### src/qrs_sqrt_stage.sv
`timescale 1ns / 1ps
`default_nettype none
// One stage of the digit-by-digit square root: handles NPAIR pairs.
module qrs_sqrt_stage #(
    parameter int RW = 8,
    parameter int NPAIR = 4
) (
    input  wire logic [RW-1:0]   rem_in,
    input  wire logic [RW-1:0]   root_in,
    input  wire logic [2*NPAIR-1:0] pairs,
    output logic      [RW-1:0]   rem_out,
    output logic      [RW-1:0]   root_out
);
    always_comb
    begin
        logic [RW-1:0] r;
        logic [RW-1:0] q;
        logic [RW-1:0] t;
        r = rem_in;
        q = root_in;
        for (int i = NPAIR - 1; i >= 0; i--)
        begin
            r = {r[RW-3:0], pairs[2*i+1], pairs[2*i]};
            t = {q[RW-3:0], 2'b01};
            if (r >= t)
            begin
                r = r - t;
                q = {q[RW-2:0], 1'b1};
            end
            else
            begin
                q = {q[RW-2:0], 1'b0};
            end
        end
        rem_out  = r;
        root_out = q;
    end
endmodule
`default_nettype wire

### config.mk
export PLATFORM = sky130hd
export DESIGN_NAME = qrs_sqrt_stage
export DESIGN_NICKNAME = d
export VERILOG_FILES = /design/src/qrs_sqrt_stage.sv
export SDC_FILE = /design/constraint.sdc
export NUM_CORES = 1
export LEC_CHECK = 0
export BUFFER_PORTS_ARGS = -buffer_cell sky130_fd_sc_hd__buf_2
export CAP_MARGIN = 10
export CORE_ASPECT_RATIO = 1.2
export CORE_MARGIN = 2
export CORE_UTILIZATION = 53
export DETAILED_ROUTE_END_ITERATION = 7
export PLACE_DENSITY_LB_ADDON = 0.3
export SLEW_MARGIN = 25
export SYNTH_ARGS = -nofsm -noshare
export SYNTH_HDL_FRONTEND = slang
export SYNTH_SLANG_ARGS = --single-unit
### constraint.sdc
create_clock -name vclk -period 6.6
set_input_delay 0 -clock vclk [all_inputs]
set_output_delay 0 -clock vclk [all_outputs]
set_load 0.005 [all_outputs]
==> results.rst <==
.. list-table::
   :header-rows: 1

   * - Metric
     - Value
   * - Status
     - finished with violations
   * - Violations in the final reports
     - setup timing
   * - Number of detailed-route iterations in the first pass
     - 4
   * - Vias per cell
     - 6.32
   * - Synthesis Warnings
     - 0
   * - Post-synthesis share of cell area spent on full adders, half adders and majority gates
     - 0.230
   * - Simple logic cell fraction of the synthesized area
     - 0.213
   * - Critical path required time
     - 6600 ps
   * - Count of nets after finishing
     - 395
   * - Tightest Pin Transition
     - 763 ps
   * - Path type of the worst min-delay path
     - input port to primary output
   * - Area taken by multi-input logic gates
     - 0.00186 mm^2
   * - Total of max-cap violations
     - 0
   * - Dominant combinational cell family by area after synthesis
     - compound AO/OA/AOI/OAI gates
   * - Time the worst path needs with I/O delays and setup
     - 6660 ps
   * - Cell taking the most area after synthesis
     - sky130_fd_sc_hd__ha_1
   * - Register area
     - 0 um^2
   * - Number of failing hold endpoints at the final stage
     - 0
   * - Dominant delay contributor by cell family on the critical path
     - compound AO/OA/AOI/OAI gates
   * - Net count after synthesis
     - 298
   * - Number of buffers added to fix hold violations after cts
     - 0
   * - Crit path setup slack, layout
     - -57.4 ps
   * - Boundary pin count
     - 40
   * - Clock tree buffer count of the final layout
     - 0
   * - Share of the clock period used by the worst path
     - 1.01
   * - X dimension of the die
     - 56.4 um
   * - DR iter-0 viols
     - 158
   * - Design area
     - 0.00270 mm^2
   * - Placer's final routability congestion estimate
     - 0.900
   * - Xor and xnor fraction of the mapped netlist area
     - 0.0904
   * - Fraction of layout cells with a size suffix above 1
     - 0.493
   * - Largest stage delay on the critical path
     - 540 ps
   * - Num sequential
     - 0
   * - Total buffers and inverters traversed by the critical path
     - 7
   * - Area growth from synthesis to final layout
     - 54.6%
   * - Number of routed nets with antenna violations
     - 0
   * - Reported leakage power
     - 1.29 nW
   * - Worst IR drop on VDD
     - 0.443 mV
   * - CP endpoint kind
     - primary output
   * - Y dimension of the die
     - 66.8 um
   * - Post-Route WL
     - 7280 um
   * - Starting density of the core
     - 0.561
   * - Max Fanout on Critical Path
     - 8
   * - Crit start category
     - input port
   * - Core area
     - 0.00311 mm^2
   * - Slew headroom
     - 0.487
   * - Ratio of total power to cell area
     - 447 mW/mm^2
   * - Via Count
     - 2359
   * - Initial antenna violation count
     - 0
   * - Achievable clock frequency
     - 150 MHz
   * - Number of rows in the core area
     - 22
   * - Area post-placement
     - 0.00232 mm^2
   * - First-pass GRT wire length
     - 8570 um
   * - Cells taking the most area after synthesis
     - sky130_fd_sc_hd__ha_1, sky130_fd_sc_hd__a21oi_1, sky130_fd_sc_hd__inv_1
   * - Area fraction of the dominant cell type after synthesis
     - 0.230
   * - Total count of max-transition violations in the final report
     - 0
   * - Die area
     - 0.00377 mm^2
   * - Total negative setup slack
     - -183 ps
   * - Number of diodes
     - 0
   * - Worst hold margin
     - 184 ps
   * - Overflow after GRT
     - 0
   * - Maximum number of pins on one net before global-route repair
     - 10
   * - Port bufs
     - 36
   * - Share of the synthesized area in compound gates (AO/OA/AOI/OAI)
     - 0.304
   * - Power, Total
     - 0.00121 W
   * - Vias in the first global route
     - 2069
   * - Mapped Cells
     - 242
   * - GRT Util Overall
     - 0.282
   * - Share of synthesized area spent on multiplexers
     - 0.0710
   * - Syn avg cell area
     - 7.21 um^2
   * - Sequential cell area fraction in the yosys report
     - 0
   * - Number of distinct library cells after synthesis
     - 59
   * - Data arrival, critical path
     - 6660 ps
   * - Number of fillers in the final layout
     - 173
   * - Crit path max-delay cell type
     - sky130_fd_sc_hd__or4_4
   * - Cell Area, Synth
     - 0.00174 mm^2
   * - Worst-case setup slack after placement
     - -153 ps
   * - Category of the critical setup timing path
     - input port to primary output
   * - Half-perimeter wire length after placement
     - 4310 um
   * - Detailed-route DRC error count
     - 0
   * - Final routed wire length divided by cell count
     - 19.5 um
   * - Final setup violation count
     - 5
-- layout by cell type, fill, tap and decap left out, drive strengths merged, types with 5 or more instances in the layout --
| cell type | instances |
|---|---|
| nor3 | 5 |
| nor2 | 19 |
| xor2 | 8 |
| ha | 32 |
| xnor2 | 10 |
| a21oi | 25 |
| nand2 | 18 |
| inv | 26 |
| nand3 | 5 |
| a211oi | 6 |
| buf | 103 |
| a21o | 8 |
| o21ai | 16 |
| mux2 | 7 |
-- metal layers --
| metal | GRT usage | vias up | wire, um |
|---|---|---|---|
| met5 | 0 | - | 0 |
| met4 | 0.122 | 0 | 682 |
| li1 | - | 1080 | - |
| met1 | 0.272 | 1085 | 2410 |
| met3 | 0.0272 | 52 | 436 |
| met2 | 0.593 | 142 | 3750 |
-- power breakdown --
group,internal (W),leakage [nW],total [W],switching (W)
Clock,0,0,0,0
Sequential,0,0,0,0
Combinational,0.000622,1.29,0.00121,0.000584
Total,0.000622,1.29,0.00121,0.000584
-- through the flow --
step                 util  instances
floorplan               -        242
global placement    0.747        360
detailed placement  0.747        360
CTS                 0.762        364
global route        0.867        373
finish              0.867        373
-- final timing paths --
check       start          end  cells after the start
max    root_in[4]   rem_out[7]                     33
min    root_in[1]  root_out[5]                      2
-- kinds of logic (layout without fill, tap and decap cells) --
kind of cell | count (synthesis) | after routing
and+or+nand+nor | 69 | 70
buffers and inverters | 35 | 129
muxes | 10 | 10
AOI/OAI and AO/OA | 78 | 78
adders and majority gates | 32 | 32
xor gates and xnor gates | 18 | 18
-- cells in the mapped netlist, types with 5 or more instances --
| cell type | count |
|---|---|
| sky130_fd_sc_hd__inv_1 | 24 |
| sky130_fd_sc_hd__xnor2_1 | 10 |
| sky130_fd_sc_hd__o21ai_0 | 13 |
| sky130_fd_sc_hd__xor2_1 | 8 |
| sky130_fd_sc_hd__nand2_1 | 17 |
| sky130_fd_sc_hd__ha_1 | 32 |
| sky130_fd_sc_hd__nor2_1 | 19 |
| sky130_fd_sc_hd__a21oi_1 | 24 |
| sky130_fd_sc_hd__a21o_1 | 7 |
| sky130_fd_sc_hd__a211oi_1 | 5 |
-- cell type report --
| type | instances | share of cell area |
|---|---|---|
| multi-input combinational | 208 | 0.690 |
| timing repair buffer | 103 | 0.255 |
| inverter | 26 | 0.0381 |
| tap | 36 | 0.0167 |
-- timing repair --
action	4_1_cts	5_1_grt
endpoints found under the setup margin	8	9
gates cloned	0	1
resized for setup	5	47
buffers inserted	4	8
pin swaps	3	17
Power figures use the tool's default switching activity.
