### config.mk
export PLATFORM = sky130hd
export DESIGN_NAME = qrs_div_stage
export DESIGN_NICKNAME = d
export VERILOG_FILES = /design/src/qrs_div_stage.sv
export SDC_FILE = /design/constraint.sdc
export NUM_CORES = 1
export LEC_CHECK = 0
export ABC_AREA = 1
export BUFFER_PORTS_ARGS = -buffer_cell sky130_fd_sc_hd__buf_2
export CORE_ASPECT_RATIO = 0.9
export CORE_MARGIN = 2
export CORE_UTILIZATION = 50
export DETAILED_ROUTE_END_ITERATION = 10
export PLACE_DENSITY = 0.86
export SLEW_MARGIN = 20
export SYNTH_ARGS = -nofsm -noshare
export SYNTH_HDL_FRONTEND = slang
export SYNTH_SLANG_ARGS = --single-unit
### constraint.sdc
create_clock -name vclk -period 15.66
set_clock_uncertainty 0.2 [all_clocks]
set_input_delay 0.783 -clock vclk [all_inputs]
set_output_delay 0.783 -clock vclk [all_outputs]
set_load 0.1 [all_outputs]
### src/qrs_div_stage.sv
`timescale 1ns / 1ps
`default_nettype none
// Restoring division steps on magnitudes; NSTEP quotient bits per stage.
module qrs_div_stage #(
    parameter int NW = 64,
    parameter int DW = 34,
    parameter int NSTEP = 4
) (
    input  wire logic [NW-1:0] num_in,
    input  wire logic [DW:0]   rem_in,
    input  wire logic [DW-1:0] den,
    output logic      [NW-1:0] num_out,
    output logic      [DW:0]   rem_out
);
    always_comb
    begin
        logic [NW-1:0] n;
        logic [DW:0] r;
        n = num_in;
        r = rem_in;
        for (int i = 0; i < NSTEP; i++)
        begin
            r = {r[DW-1:0], n[NW-1]};
            n = {n[NW-2:0], 1'b0};
            if (r >= {1'b0, den})
            begin
                r = r - {1'b0, den};
                n[0] = 1'b1;
            end
        end
        num_out = n;
        rem_out = r;
    end
endmodule
`default_nettype wire

==> flow_summary.ini, run 1 <==
[run_status]
outcome = finished, final reports clean

[logic_synthesis]
synth_cells = 1923
synth.area.top_cells = nand2_1 (23%), ha_1 (16%), inv_1 (8.6%), a21oi_1 (6.7%), nor2_1 (5.8%)
synth_fa_ha_area_frac = 0.1717
seq_area_frac_synth = 0
synthMuxAreaShare = 0
syn_nets = 2196
yosys.area.top_type = nand2_1
synth_top_area_share = 0.2341
yosys_warnings = 0
synth_top_family_by_area = simple AND/OR/NAND/NOR gates
netlist_area_um2 = 10380
syn_avg_cell_area_um2 = 5.396
synthSimpleGateAreaFrac = 0.3888
synth.most_common_cell = nand2_1
synth_common_cells = nand2_1 (647), inv_1 (238), nor2_1 (160)
synth_xor_area_frac = 0.09623
ys_types = 43
synth-compound-area-share = 0.1892

[sta]
setup_violations = 0
finalHoldViolCount = 0
slew_headroom = 0.4439
fmax_mhz = 72.15
finalCritPeriodShare = 0.8851
tightest_slew_ns = 0.8322
period_minus_slack_ns = 13.86
rsz0062_at_grt = false
hold_ws_ns = 1.366
drv_slew = 0
final.setup.tns_ns = 0

[routing]
ant_nets = 0
routed-via-count = 12460
drt-initial-drc-count = 1427
wl_per_cell_um = 16.10
viasPerCell = 5.646
drt-total-wl_um = 35520
drc = 0
drt-pass1-iter-count = 6

[floorplan]
dieArea_um2 = 21920
core_um2 = 20170
ioPinCount = 232
start_util = 0.5144
die_x_um = 155.9
rows = 49
die_height_um = 140.7

[layout]
antennaDiodeCount = 0
nNetsFinal = 2226
regArea_um2 = 0
final_area_um2 = 10620
syn_to_final_growth_pct = 2.387
seq_cells = 0
nClkBuffers = 0
fillers = 2181
drive_above_1_share = 0.08662

[critical_path]
start_kind = input pin
setup.worst_path.class = in -> out
slowest_delay_ns = 0.60
cpMostUsedCell = nand2_1
arrival_ns = 12.88
worstPathMaxFanout = 48
cp_slowest_cell = nor4_1
crit_path_end_kind = output pin
critPathRequiredTime_ns = 14.68

[global_routing]
grt.total_usage = 0.3110
grt.overflow.total = 0
antenna_found_initial = 0
grt_max_degree = 49
grt_pass1_vias = 10990
grt_pass1_wl_um = 55240

[place]
place_area_um2 = 10620
io_buffer_count = 111
hpwl_um = 30640
gp_congestion = 1.068

[run]
maxCapViolCount = 0

[min_path]
hp-start = num_in[7]
hold_end = num_out[11]
min_path_cells = 0
hold_path.class = in -> out

[clock_network]
holdBufCountCts = 0
cts_resized = 0
post-cts-setup-buffer-count = 0
## per-stage QoR
step	util	std cells	setup WS [ns]
final	0.5267	2206	1.799
after global routing	0.5267	2206	0.9593
after CTS	0.5267	2206	2.318
after detailed placement	0.5267	2206	2.370
after global placement	0.5267	2206	2.478
after floorplan	-	1923	5.171
## critical path, delay by kind of cell
kind                       cells  cell delay [ns]
AOI/OAI and AO/OA             12             2.98
xor gates and xnor gates       1             0.14
adders and majority gates      4             1.54
buffers and inverters          8             2.01
and+or+nand+nor               28             5.33
## logic make-up after synthesis
logic type,Yosys count
AND/OR/NAND/NOR,979
AO/OA/AOI/OAI,350
buffers and inverters,340
adder cells (fa/ha/maj),140
XOR/XNOR,114
## cell usage in the layout, fill, tap and decap left out, drive strengths merged
cell,netlist,layout
xnor2,62,62
fa,4,4
buf,85,113
o21ai,140,140
o21bai,13,13
nor3,24,24
nand4,20,20
a211oi,6,6
inv,255,255
or3,1,1
nor4,8,8
or4,1,1
o2111ai,1,1
a31oi,13,13
a21oi,138,138
ha,136,136
nand2,659,659
xor2,52,52
or2,6,6
a21boi,3,3
nor2,165,165
nand3b,4,4
o21a,5,5
a21o,20,20
o221ai,2,2
nand3,86,86
and2,4,4
a221oi,1,1
and3,1,1
o211ai,8,8
## cell type report
| type | instances | area (um2) | share of cell area |
|---|---|---|---|
| multi-input combinational | 1583 | 8777 | 0.8262 |
| inverter | 255 | 957.2 | 0.09010 |
| timing repair buffer | 113 | 570.5 | 0.05370 |
| tap | 255 | 319.1 | 0.03003 |
## worst max-delay path by stage
stage,end,slack (ns),from
after floorplan,rem_out[26],5.17,den[22]
after global placement,rem_out[32],2.48,den[9]
after detailed placement,rem_out[32],2.37,den[9]
after CTS,rem_out[20],2.32,den[9]
after global routing,rem_out[32],0.96,den[8]
final,rem_out[32],1.80,den[9]
## metal layers
layer | part of all wire | wire [um] | global-route usage
met2 | 0.41 | 14620 | 0.4877
met5 | 0 | 0 | 0
met3 | 0.12 | 4134 | 0.05472
met1 | 0.44 | 15800 | 0.4395
met4 | 0.027 | 967 | 0.07871
Power of run 1 is not shown: default switching activity piles up to over one toggle a cycle in this logic, so the estimate is an artifact.
==> run 2, diff against run 1 <==
Settings changed: CELL_PAD_IN_SITES_DETAIL_PLACEMENT set to 1, CELL_PAD_IN_SITES_GLOBAL_PLACEMENT set to 1, CORE_UTILIZATION 50 to 41, PLACE_DENSITY 0.86 to 0.95.
==> flow_summary.ini, run 2 (same netlist as run 1, synthesis figures left out) <==
[floorplan]
ioPinCount = 232
die_height_um = 154.9
core_um2 = 24980
dieArea_um2 = 26600
rows = 55
die_x_um = 171.7
start_util = 0.4154

[critical_path]
path_depth = 54
arrival_ns = 13.35
critPathRequiredTime_ns = 14.68
cpMostUsedCell = nand2_1
crit_path_end_kind = output pin
start_kind = input pin
crit_buf_inv = 7
setup.worst_path.class = in -> out
slowest_delay_ns = 0.78
cp_slowest_cell = inv_2
crit_family = simple AND/OR/NAND/NOR gates
cp-startpoint = den[8]
worstPathMaxFanout = 53

[place]
hpwl_um = 37090
gp_congestion = 1.010
io_buffer_count = 111
post-place-ws_ns = 1.784

[min_path]
min_path_cells = 0
hold_end = num_out[11]
hp-start = num_in[7]
hold_path.class = in -> out

[global_routing]
grt_pass1_vias = 13070
grt.overflow.total = 0
grt_max_degree = 54
grt.total_usage = 0.3139
antenna_found_initial = 0
grt_pass1_wl_um = 67320

[run_status]
outcome = finished, final reports clean

[routing]
drc = 0
viasPerCell = 5.604
drt-total-wl_um = 42090
drt-initial-drc-count = 963
drt-pass1-iter-count = 6
wl_per_cell_um = 18.36
routed-via-count = 12840
ant_nets = 0

[layout]
antennaDiodeCount = 0
drive_above_1_share = 0.08615
nClkBuffers = 0
syn_to_final_growth_pct = 3.364
seq_cells = 0
nNetsFinal = 2225
final_common_cell = nand2_1
final_cell_mix = nand2_1 (647), inv_1 (238), nor2_1 (160), a21oi_1 (138), ha_1 (136)
regArea_um2 = 0

[sta]
finalHoldViolCount = 0
fmax_mhz = 69.77
worst_slack_ns = 1.327
tightest_slew_ns = 0.9430
finalCritPeriodShare = 0.9153
setup_violations = 0
drv_slew = 0
final.setup.tns_ns = 0
period_minus_slack_ns = 14.33
slew_headroom = 0.3714
rsz0062_at_grt = false

[clock_network]
cts_resized = 0
holdBufCountCts = 0
post-cts-setup-buffer-count = 0

[run]
maxCapViolCount = 0
[run 2: worst max path at each step]
stage / end / slack [ns]
global route: rem_out[15] / 0.51
detailed placement: rem_out[10] / 1.78
floorplan: rem_out[26] / 5.17
global placement: rem_out[13] / 2.19
finish: rem_out[32] / 1.33
CTS: rem_out[10] / 1.74
[run 2: per-stage QoR]
stage	hold slack, ns	utilization	instances	instance area, um2
after floorplan	1.578	-	1923	10380
after global placement	1.367	0.4294	2292	10730
after detailed placement	1.367	0.4294	2292	10730
after CTS	1.367	0.4294	2292	10730
after global routing	1.366	0.4294	2292	10730
final	1.366	0.4294	2292	10730
[run 2: layout make-up]
| class | instances | area, um2 |
|---|---|---|
| Fill cell | 3722 | 14250 |
| Multi-Input combinational cell | 1583 | 8777 |
| Inverter | 255 | 957.2 |
| Timing Repair Buffer | 112 | 563.0 |
| Tap cell | 342 | 427.9 |
[run 2: layer usage]
metal	vias to the layer above	global-route usage	routed length, um
met5	-	0	0
met4	0	0.1122	1602
met3	112	0.04147	3100
met2	449	0.5274	19030
met1	6037	0.4096	18360
li1	6246	-	-
Power of run 2 is left out for the same reason.
==> run 3, diff against run 2 <==
Settings changed: MAX_ROUTING_LAYER set to met4, REMOVE_ABC_BUFFERS set to 1.
==> flow_summary.ini, run 3 (same netlist as run 1, synthesis figures left out) <==
[min_path]
hold_path.class = in -> out

[layout]
syn_to_final_growth_pct = 3.364
antennaDiodeCount = 0
nNetsFinal = 2225
seq_cells = 0
regArea_um2 = 0
final_common_cell = nand2_1
stdcell_count = 2292
fillers = 3738
nClkBuffers = 0
drive_above_1_share = 0.08615
final_cell_mix = nand2_1 (647), inv_1 (238), nor2_1 (160), a21oi_1 (138), ha_1 (136)
multiInputGateArea_um2 = 8777

[sta]
finalCritPeriodShare = 0.8995
drv_slew = 0
final.setup.tns_ns = 0
finalHoldViolCount = 0
period_minus_slack_ns = 14.09
fmax_mhz = 70.99
setup_violations = 0
hold_ws_ns = 1.366
slew_headroom = 0.3803
tightest_slew_ns = 0.9282
rsz0062_at_grt = false

[critical_path]
crit_buf_inv = 7
arrival_ns = 13.10
setup.worst_path.class = in -> out
slowest_delay_ns = 0.50
critPathRequiredTime_ns = 14.68
start_kind = input pin
cpMostUsedCell = nand2_1
crit_family = simple AND/OR/NAND/NOR gates
cp_slowest_cell = nor4_1
worstPathMaxFanout = 53
crit_path_end_kind = output pin

[floorplan]
core_um2 = 24980
die_height_um = 154.9
start_util = 0.4154
dieArea_um2 = 26600
ioPinCount = 232
rows = 55
die_x_um = 171.7

[global_routing]
antenna_found_initial = 0
grt_max_degree = 54
grt.overflow.total = 0
grt.total_usage = 0.3502
grt_pass1_wl_um = 71400
grt_pass1_vias = 12970

[place]
io_buffer_count = 111
place_inst = 2292
gp_congestion = 0.9935
hpwl_um = 39860

[run]
maxCapViolCount = 0

[run_status]
outcome = finished, final reports clean

[routing]
ant_nets = 0
drc = 0
drt-initial-drc-count = 1257
wl_per_cell_um = 20.06
routed-via-count = 13150
drt-total-wl_um = 45970
viasPerCell = 5.739
drt-pass1-iter-count = 7

[clock_network]
holdBufCountCts = 0
cts_resized = 0
post-cts-setup-buffer-count = 0
## run 3: routing by layer
layer / global-route usage / part of all wire / vias up
li1: - / - / 6252
met1: 0.4657 / 0.45 / 6236
met2: 0.5372 / 0.43 / 585
met3: 0.09082 / 0.10 / 80
met4: 0.06538 / 0.023 / 0
met5: - / 0 / -
## run 3: worst paths after layout
check	startpoint	endpoint	slack, ns	depth (start not counted)
setup / recovery	den[9]	rem_out[32]	1.57	53
hold / removal	num_in[8]	num_out[12]	1.37	0
## run 3: stage by stage
stage          cell area (um2)  utilization  worst slack, ns
4_1_cts                  10730       0.4294            2.041
6_report                 10730       0.4294            1.573
3_3_place_gp             10730       0.4294            2.492
2_1_floorplan             9734            -            4.322
3_5_place_dp             10730       0.4294            2.096
5_1_grt                  10730       0.4294           0.6509
## run 3: cell type report
class                           count  share of cell area
Multi-Input combinational cell   1583              0.8184
Inverter                          255             0.08924
Timing Repair Buffer              112             0.05250
Tap cell                          342             0.03990
Power of run 3 is left out for the same reason.
